===== config.mk =====
export PLATFORM = sky130hd
export DESIGN_NAME = sorted_array_priority_queue
export DESIGN_NICKNAME = d
export VERILOG_FILES = /design/src/hdl/sapq_pkg.sv /design/src/hdl/sapq_cell.sv /design/src/hdl/sorted_array_priority_queue.sv
export SDC_FILE = /design/constraint.sdc
export NUM_CORES = 1
export LEC_CHECK = 0
export BUFFER_PORTS_ARGS = -buffer_cell sky130_fd_sc_hd__buf_2
export CAP_MARGIN = 0
export CORE_MARGIN = 2
export CORE_UTILIZATION = 65
export CTS_CLUSTER_DIAMETER = 50
export DETAILED_ROUTE_END_ITERATION = 10
export PLACE_DENSITY_LB_ADDON = 0.25
export SYNTH_ARGS = -nofsm -noshare
export SYNTH_HDL_FRONTEND = slang
export SYNTH_HIERARCHICAL = 1
export SYNTH_SLANG_ARGS = --single-unit
export TNS_END_PERCENT = 1

===== constraint.sdc =====
create_clock -name i_clk -period 7.3 [get_ports i_clk]
set_input_delay 0.365 -clock i_clk [delete_from_list [all_inputs] [get_ports i_clk]]
set_output_delay 0.365 -clock i_clk [all_outputs]
set_load 0.05 [all_outputs]

===== src/hdl/sapq_pkg.sv =====
`timescale 1ns / 1ps
// sapq_pkg: types and codes for the sorted-array priority queue
// no dependencies; used by sapq_cell and sorted_array_priority_queue

package sapq_pkg;

    localparam int CAPACITY_DEF = 8;
    localparam int KEY_W        = 32;
    localparam int FILL_W       = 4;

    localparam logic CMD_INSERT = 1'b0;
    localparam logic CMD_REMOVE = 1'b1;

    typedef enum logic [1:0] {
        ST_OK        = 2'd0,
        ST_OVERFLOW  = 2'd1,
        ST_UNDERFLOW = 2'd2
    } t_status;

    typedef struct packed {
        logic                    command;
        logic signed [KEY_W-1:0] value;
    } t_in;

    typedef struct packed {
        logic signed [KEY_W-1:0] removed_value;
        t_status                 status;
        logic [FILL_W-1:0]       fill_count;
        logic                    is_empty;
        logic                    is_full;
    } t_out;

    // operation broadcast to every cell of the chain
    typedef struct packed {
        logic ins;
        logic rem;
    } t_cell_ctrl;

endpackage


===== src/hdl/sapq_cell.sv =====
`timescale 1ns / 1ps
// sapq_cell: one slot of the sorted chain, holds a key and talks to its neighbours
// depends on sapq_pkg

module sapq_cell (
    input  logic                             i_clk,
    input  sapq_pkg::t_cell_ctrl             i_ctrl,
    input  logic signed [sapq_pkg::KEY_W-1:0] i_key,
    input  logic                             i_occ,
    input  logic                             i_left_occ,
    input  logic                             i_left_gt,
    input  logic signed [sapq_pkg::KEY_W-1:0] i_left_data,
    input  logic signed [sapq_pkg::KEY_W-1:0] i_right_data,
    output logic signed [sapq_pkg::KEY_W-1:0] o_data,
    output logic                             o_gt
);

    logic signed [sapq_pkg::KEY_W-1:0] r_data;
    logic signed [sapq_pkg::KEY_W-1:0] n_data;
    logic                              w_take;

    // strict compare keeps equal keys ahead of the new one
    assign o_gt   = i_occ && (i_key < r_data);
    // first free slot takes part in the insert too
    assign w_take = o_gt || (!i_occ && i_left_occ);
    assign o_data = r_data;

    always_comb begin
        n_data = r_data;
        if (i_ctrl.ins && w_take) begin
            n_data = i_left_gt ? i_left_data : i_key;
        end else if (i_ctrl.rem) begin
            n_data = i_right_data;
        end
    end

    always_ff @(posedge i_clk) begin
        r_data <= n_data;
    end

endmodule


===== src/hdl/sorted_array_priority_queue.sv =====
`timescale 1ns / 1ps
// sorted_array_priority_queue: min-first priority queue on a chain of sorted cells
// depends on sapq_pkg and sapq_cell
//
// channel   valid        ready         payload
// input     i_in_valid   o_in_ready    i_in_data  (sapq_pkg::t_in)
// output    o_out_valid  i_out_ready   o_out_data (sapq_pkg::t_out)
//
// one item per cycle while the output does not stall: every cell compares
// against the key at once and the whole chain updates at the accepting edge,
// as does the output register that holds the result. reset clears the count
// and the output valid only. a stalled output holds the input back only while
// its register is full and not being taken.

module sorted_array_priority_queue #(
    parameter int CAPACITY = sapq_pkg::CAPACITY_DEF
) (
    input  logic            i_clk,
    input  logic            i_rst_n,
    input  logic            i_in_valid,
    output logic            o_in_ready,
    input  sapq_pkg::t_in   i_in_data,
    output logic            o_out_valid,
    input  logic            i_out_ready,
    output sapq_pkg::t_out  o_out_data
);

    localparam int CW = $clog2(CAPACITY + 1);

    logic [CW-1:0]                     r_count;
    logic [CW-1:0]                     n_count;
    logic                              r_out_valid;
    sapq_pkg::t_out                    r_out;
    sapq_pkg::t_out                    n_out;
    sapq_pkg::t_cell_ctrl              w_ctrl;
    logic                              w_accept;
    logic                              w_full;
    logic                              w_empty;
    logic signed [sapq_pkg::KEY_W-1:0] w_data [CAPACITY];
    logic                              w_gt   [CAPACITY];
    logic                              w_occ  [CAPACITY];

    assign o_in_ready  = !r_out_valid || i_out_ready;
    assign w_accept    = i_in_valid && o_in_ready;
    assign o_out_valid = r_out_valid;
    assign o_out_data  = r_out;

    assign w_full  = (r_count == CW'(CAPACITY));
    assign w_empty = (r_count == '0);

    assign w_ctrl.ins = w_accept && (i_in_data.command == sapq_pkg::CMD_INSERT) && !w_full;
    assign w_ctrl.rem = w_accept && (i_in_data.command == sapq_pkg::CMD_REMOVE) && !w_empty;

    genvar g;
    generate
        for (g = 0; g < CAPACITY; g++) begin : g_cell
            assign w_occ[g] = (CW'(g) < r_count);

            if (g == 0) begin : g_head
                sapq_cell u_cell (
                    .i_clk        (i_clk),
                    .i_ctrl       (w_ctrl),
                    .i_key        (i_in_data.value),
                    .i_occ        (w_occ[g]),
                    .i_left_occ   (1'b1),
                    .i_left_gt    (1'b0),
                    .i_left_data  ('0),
                    .i_right_data (w_data[g+1]),
                    .o_data       (w_data[g]),
                    .o_gt         (w_gt[g])
                );
            end else if (g == CAPACITY - 1) begin : g_tail
                sapq_cell u_cell (
                    .i_clk        (i_clk),
                    .i_ctrl       (w_ctrl),
                    .i_key        (i_in_data.value),
                    .i_occ        (w_occ[g]),
                    .i_left_occ   (w_occ[g-1]),
                    .i_left_gt    (w_gt[g-1]),
                    .i_left_data  (w_data[g-1]),
                    .i_right_data ('0),
                    .o_data       (w_data[g]),
                    .o_gt         (w_gt[g])
                );
            end else begin : g_mid
                sapq_cell u_cell (
                    .i_clk        (i_clk),
                    .i_ctrl       (w_ctrl),
                    .i_key        (i_in_data.value),
                    .i_occ        (w_occ[g]),
                    .i_left_occ   (w_occ[g-1]),
                    .i_left_gt    (w_gt[g-1]),
                    .i_left_data  (w_data[g-1]),
                    .i_right_data (w_data[g+1]),
                    .o_data       (w_data[g]),
                    .o_gt         (w_gt[g])
                );
            end
        end
    endgenerate

    always_comb begin
        n_count = r_count;
        if (w_ctrl.ins) begin
            n_count = r_count + CW'(1);
        end else if (w_ctrl.rem) begin
            n_count = r_count - CW'(1);
        end

        n_out               = '0;
        n_out.status        = sapq_pkg::ST_OK;
        if (i_in_data.command == sapq_pkg::CMD_INSERT) begin
            if (w_full) begin
                n_out.status = sapq_pkg::ST_OVERFLOW;
            end
        end else begin
            if (w_empty) begin
                n_out.status = sapq_pkg::ST_UNDERFLOW;
            end else begin
                n_out.removed_value = w_data[0];
            end
        end
        // count after the operation, masked to the field width
        n_out.fill_count = sapq_pkg::FILL_W'(n_count);
        n_out.is_empty   = (n_count == '0);
        n_out.is_full    = (n_count == CW'(CAPACITY));
    end

    always_ff @(posedge i_clk) begin
        if (!i_rst_n) begin
            r_count     <= '0;
            r_out_valid <= 1'b0;
        end else begin
            r_count <= n_count;
            if (w_accept) begin
                r_out_valid <= 1'b1;
            end else if (i_out_ready) begin
                r_out_valid <= 1'b0;
            end
        end
        if (w_accept) begin
            r_out <= n_out;
        end
    end

    a_count_range: assert property (@(posedge i_clk) disable iff (!i_rst_n)
        r_count <= CW'(CAPACITY))
        else $error("count beyond capacity");

    a_count_quiet: assert property (@(posedge i_clk) disable iff (!i_rst_n)
        !w_accept |=> $stable(r_count))
        else $error("count moved without an item");

    a_overflow_full: assert property (@(posedge i_clk) disable iff (!i_rst_n)
        (o_out_valid && o_out_data.status == sapq_pkg::ST_OVERFLOW) |-> o_out_data.is_full)
        else $error("overflow reported while not full");

    a_underflow_empty: assert property (@(posedge i_clk) disable iff (!i_rst_n)
        (o_out_valid && o_out_data.status == sapq_pkg::ST_UNDERFLOW) |-> o_out_data.is_empty)
        else $error("underflow reported while not empty");

endmodule

# Yosys cells after proc, flatten, opt, wreduce, memory -nomap -nowiden
# Index checks and enable logic that the tools add are counted.
# totals
regBits	301
in_bits	37
output_inout_bits	42
# op_classes
n_addsub	2
magnitude_cmp	16
n_eq_ne	2
mux	30
n_bitwise	1
n_reduce_logical	60
# ops
cell	count
32-bit 2-to-1 mux	23
32-bit less-than comparator	8
1-bit logical AND	28
2-bit nonzero test	9
3-bit by 4-bit less-than comparator with 1-bit output (first input constant)	4
1-bit zero test	11
1-bit logical OR	9
4-bit == test (second input constant)	2
4-bit zero test	2
1-bit by 4-bit less-than comparator with 1-bit output (first input constant)	2
2-bit by 4-bit less-than comparator with 1-bit output (first input constant)	2
4-bit 2-to-1 mux	2
4-bit by 1-bit adder with 4-bit output (second input constant)	1
2-bit 2-to-1 mux	2
4-bit by 1-bit subtractor with 4-bit output (second input constant)	1
1-bit 2-to-1 mux	3
2-bit OR reduction	1
1-bit NOT	1

# Longest topological paths before layout
# Gate-level depths: netlist of the first run.
# depth
ltp_word	8
mapped_depth	12

# Cells and area by module
# Netlist of the first run, hierarchy kept.
# modules_own_cells
mod	instances	cells_per_inst	area_each_um2
sapq_cell	8	225	2587.5
sorted_array_priority_queue	1	157	2078.2

# Least setup slack after synthesis of the first run
# OpenSTA, ideal clock, no wires.
# synth_path
kind	reg2reg
startpoint	register r_count[1]
endpoint	register g_cell[0].g_head.u_cell.r_data, in the netlist g_cell[0].g_head.u_cell/o_data[0], enable pin
setup_time_ns	0.375
arrival_time_ns	4.420
t_required_ns	6.925
path_slack_ns	2.505
path_stages_with_launch	11
path_buffers	3
synth_period_minus_slack_ns	4.795
cell_sequence	dfxtp_1 buf_2 inv_1 ha_1 buf_2 nand3b_1 nor4b_1 nand3_1 o311ai_4 buf_6 or2_2
# synth_lines
element	line	source
start: declaration	sorted_array_priority_queue.sv:30	logic [CW-1:0] r_count;
start signal: assignment	sorted_array_priority_queue.sv:134	r_count <= n_count;
end signal: assignment	sapq_cell.sv:38	r_data <= n_data;
end: declaration	sapq_cell.sv:18	logic signed [sapq_pkg::KEY_W-1:0] r_data;

==> results of run 1 <==
power breakdown:
group	total [mW]	leakage [nW]	switching (mW)	internal, mW
Sequential	2.29	2.79	0.144	2.15
Clock	2.05	0.684	0.791	1.26
Combinational	1.32	6.94	0.745	0.575
cell type report:
cell class / count / area (um^2) / area share (%)
tap: 455 / 569 / 2.27
clock inverter: 30 / 319 / 1.27
timing repair buffer: 96 / 526 / 2.10
clock buffer: 46 / 1090 / 4.34
sequential: 301 / 8990 / 35.9
inverter: 264 / 993 / 3.96
antenna: 1 / 2.50 / 0.00999
multi-input combinational: 1386 / 12600 / 50.2
per-stage QoR:
stage	hold WS (ps)	power, mW	utilization [%]	setup WS [ps]	std cells
finish	107	5.67	72.5	3260	2579
global route	107	5.91	72.5	3190	2579
floorplan	487	3.26	-	2500	2018
detailed placement	556	3.62	68.5	3110	2502
CTS	94.8	5.68	72.5	3310	2578
global placement	544	3.55	68.5	3150	2502
flip-flops by register name, indices dropped and copies added, names as in the netlist:
signal	count
o_out_valid	1
g_cell.g_mid.u_cell/o_data	192
g_cell.g_head.u_cell/o_data	32
g_cell.g_tail.u_cell/o_data	32
o_out_data	40
r_count	4
metal layers:
metal / global-route usage, % / share of wire [%]
met5: 0 / 0
met4: 11.3 / 3.6
met3: 3.40 / 6.3
met2: 48.4 / 46
met1: 42.2 / 44
final timing paths:
path,slack (ps),depth (start not counted),end
setup / recovery,3260,11,g_cell[1].g_mid.u_cell/o_data[21]
hold / removal,110,2,r_count[2]
hold reg to reg,570,1,g_cell[6].g_mid.u_cell/o_data[29]
setup reg to reg,3260,11,g_cell[1].g_mid.u_cell/o_data[21]
cell usage in the layout (no fill, tap or decap), types with 37 or more instances in the layout:
cell,count
mux2_2,472
ha_1,251
a21oi_1,98
buf_2,78
inv_1,263
mux2_1,40
edfxtp_1,296
conb_1,66
nor2_1,37
clkbuf_16,43
o21ai_0,40
nand2_1,99
==> results.yml, run 1 <==
status:
  status: "finished, final reports clean"
placed_design:
  io_buffers: 78
  dp_hpwl_um: 40500
  placed_area_um2: 23600
  place_congestion: 0.929
clocking:
  cts_tree: "yes"
  holdBufCountCts: 0
  worstSkewPairLatency_ps: 540
  cts-resized-gates: 0
  postCtsSetupBuffers: 0
  cts.sinks: 301
  numCtsBuffers: 42
  ctsRootBufferMaster: "clkbuf_16"
  clk_pin_slew_ps: 50
  clockBufferDepth: 3
  h-tree-depth: 2
setup_path:
  r2r-start: "g_cell[0].g_head.u_cell/o_data[31]"
  cp_max_fo: 23
  cpPeakStageDelay_ps: 570
  critPathArrivalTime_ps: 4320
  crit_family: "simple AND/OR/NAND/NOR gates"
  cp-startpoint: "g_cell[0].g_head.u_cell/o_data[31]"
  crit_buf_inv: 2
  path_cells: "inv_1 > ha_1 > nand4_1 > nor4_1 > nand2_1 > a21oi_2 > or3_1 > and3_1 > buf_4 > mux2_2 > mux2_1"
  crit_slowest_cell: "nor4_1"
  path_class: "reg2reg"
  cp.required_ps: 7580
  critPathLaunchType: "flop"
  endpoint_kind: "flop"
synth:
  netlist_area_um2: 22800
  synth_area_per_cell_um2: 11.6
  synth_warnings: 6
  synthCells: 1954
sta:
  fin_crit_sh_pct: 55.3
  report.final.hold_viol_count: 0
  clock.fmax_mhz: 248
  max_slew_margin_pct: 41.3
  period_needed_ps: 4040
  skew_ps: 15.7
  setup_tns_ps: 0
  slew_violations: 0
  setup_viol: 0
  worst_slew_pin_slew_ps: 880
  rsz0062_at_grt: "false"
drt:
  via_per_inst: 6.14
  antenna_left: 0
  vias: 15825
  firstDrtPassIters: 5
  wl_um: 53800
  drtIter0Drc: 1343
  drc: 0
  wl_per_cell_um: 20.9
job:
  drv_cap: 0
layout:
  layout-drive-gt1-share_pct: 32.2
  fillers: 2440
  area_growth_pct: 10.1
  nets: 2379
  final_area_um2: 25100
floorplan:
  coreArea_um2: 34500
  fp.dieH_um: 191
  initial_utilization_pct: 65.9
  die_area_um2: 36500
  pin_count: 79
  rows: 68
  die_w_um: 191
min_path:
  hp-start: "i_rst_n"
  hp-class: "in2reg"
global_route:
  grt_pass1_vias: 15985
  antenna_found_initial: 1
  grt_overflow_total: 0
  grt_max_degree: 42
  grt_pass1_wl_um: 86500
  grt_usage_pct: 30.2
pwr:
  ir_worst_vdd_mv: 0.197
  power_density_nw_per_um2: 226
  p_leak_nw: 10.4
(Power assumes the default switching activity.)
==> run 2: changes to the inputs <==
--- a/config.mk
+++ b/config.mk
@@ -8,7 +8,7 @@
 export BUFFER_PORTS_ARGS = -buffer_cell sky130_fd_sc_hd__buf_2
 export CAP_MARGIN = 0
 export CORE_MARGIN = 2
-export CORE_UTILIZATION = 65
+export CORE_UTILIZATION = 64
 export CTS_CLUSTER_DIAMETER = 50
 export DETAILED_ROUTE_END_ITERATION = 10
 export PLACE_DENSITY_LB_ADDON = 0.25
==> constraint.sdc (replaced) <==
create_clock -name i_clk -period 3.9 [get_ports i_clk]
set_input_delay 0.195 -clock i_clk [delete_from_list [all_inputs] [get_ports i_clk]]
set_output_delay 0.195 -clock i_clk [all_outputs]
set_load 0.05 [all_outputs]
==> run 2 against run 1 <==
Compared with the run above: design area increased by 1.2%; global-route usage down 1.4 points; die area rose by 1.5%; sequential share of layout area decreased by 0.41 points; setup slack worse by 3100 ps; sequential power up 86%; largest cell class unchanged.
==> results.yml, run 2 (synthesis results as in run 1) <==
status:
  status: "finished, final reports clean"
drt:
  wl_um: 52900
  firstDrtPassIters: 5
  antenna_left: 0
  drtIter0Drc: 1176
  drc: 0
  via_per_inst: 6.07
  wl_per_cell_um: 20.1
  vias: 15928
clocking:
  numCtsBuffers: 40
  cts_tree: "yes"
  cts.sinks: 301
  clk_pin_slew_ps: 60
  clockBufferDepth: 3
  worstSkewPairLatency_ps: 530
  postCtsSetupBuffers: 0
  ctsRootBufferMaster: "clkbuf_16"
  h-tree-depth: 2
pwr:
  p_total_mw: 10.4
  ir_worst_vdd_mv: 0.494
  power_density_nw_per_um2: 411
  p_leak_nw: 10.6
sta:
  skew_ps: 10.7
  setup_tns_ps: 0
  worst_slew_pin_slew_ps: 1080
  rsz0062_at_grt: "false"
  setup_viol: 0
  slew_violations: 0
  report.final.hold_viol_count: 0
  clock.fmax_mhz: 265
  period_needed_ps: 3770
  max_slew_margin_pct: 27.8
  fin_crit_sh_pct: 96.7
  fin_ws_ps: 130
setup_path:
  path_cells: "inv_1 > ha_1 > nand4_1 > nor4_1 > nand2_1 > a21oi_2 > or3_1 > and3_1 > buf_4 > mux2_2 > mux2_1"
  path_class: "reg2reg"
  cp.required_ps: 4170
  r2r-start: "g_cell[1].g_mid.u_cell/o_data[31]"
  endpoint_kind: "flop"
  crit_slowest_cell: "nor4_1"
  cpPeakStageDelay_ps: 620
  regToRegSetupSlack_ps: 130
  cp_max_fo: 32
  critPathArrivalTime_ps: 4040
  cp-startpoint: "g_cell[1].g_mid.u_cell/o_data[31]"
  critPathLaunchType: "flop"
placed_design:
  io_buffers: 78
  place_congestion: 0.890
  dpl_worst_slack_ps: -37.8
  dp_hpwl_um: 40300
global_route:
  grt_pass1_vias: 16041
  grt_pass1_wl_um: 84200
  grt_max_degree: 42
  grt_overflow_total: 0
  antenna_found_initial: 3
  grt_usage_pct: 28.8
layout:
  layout-drive-gt1-share_pct: 33.2
  final_cell_mix: "mux2_2, edfxtp_1, inv_1"
  final_common_cell: "mux2_2"
  largest_reg_flops: 192
  nets: 2422
  area_growth_pct: 11.4
job:
  drv_cap: 0
floorplan:
  rows: 69
  die_area_um2: 37100
  coreArea_um2: 35300
  fp.dieH_um: 193
  initial_utilization_pct: 64.5
  die_w_um: 193
  pin_count: 79
min_path:
  hp-start: "i_out_ready"
  hp-class: "in2reg"
[run 2: critical path: cells and delay by family, from the launching register on]
| family | cells | cell delay (ps) |
|---|---|---|
| and+or+nand+nor | 5 | 1290 |
| AOI/OAI and AO/OA | 1 | 260 |
| buffers and inverters | 2 | 480 |
| DFF | 1 | 390 |
| adders and majority gates | 1 | 370 |
| muxes | 2 | 710 |
[run 2: layout make-up]
type                            count  area (um^2)
Fill cell                        2461         9960
Sequential cell                   301         8990
Tap cell                          461          577
Multi-Input combinational cell   1386        12600
Inverter                          264          993
Clock inverter                     19          213
Timing Repair Buffer              141          916
Antenna cell                        3         7.51
Clock buffer                       48         1050
[run 2: per-layer routing]
metal  global-route usage [%]  vias to the layer above  part of all wire, %
met5                        0                        -                    0
met4                     8.69                        0                  2.4
met3                     3.89                       85                  5.7
met2                     46.9                      469                   47
met1                     39.9                     7868                   45
li1                         -                     7506                    -
[run 2: path summary, 6_finish.rpt]
path,to,cells past startpoint
worst min-delay path,o_out_valid,4
worst min register to register,g_cell[6].g_mid.u_cell/o_data[25],1
worst max-delay path,g_cell[2].g_mid.u_cell/o_data[25],11
worst max register to register,g_cell[2].g_mid.u_cell/o_data[25],11
[run 2: through the flow]
step / util [%] / hold WS [ps] / cell area, um^2 / instances
final: 71.8 / 36.4 / 25300 / 2623
after global routing: 71.8 / 45.3 / 25300 / 2622
after CTS: 71.7 / 26.9 / 25300 / 2620
after detailed placement: 68.1 / 462 / 24000 / 2552
after global placement: 68.1 / 462 / 24000 / 2552
after floorplan: - / 317 / 23000 / 2018
[run 2: power breakdown]
| group | leakage (nW) | internal, mW | switching [mW] |
|---|---|---|---|
| clock | 0.615 | 2.18 | 1.39 |
| combinational | 7.18 | 1.14 | 1.44 |
| sequential | 2.79 | 4.02 | 0.238 |
[run 2: what timing repair did]
action	in CTS	in global routing
hold endpoints to repair	5	0
resized for setup	0	3
hold buffers	1	0
setup endpoints to repair	0	52
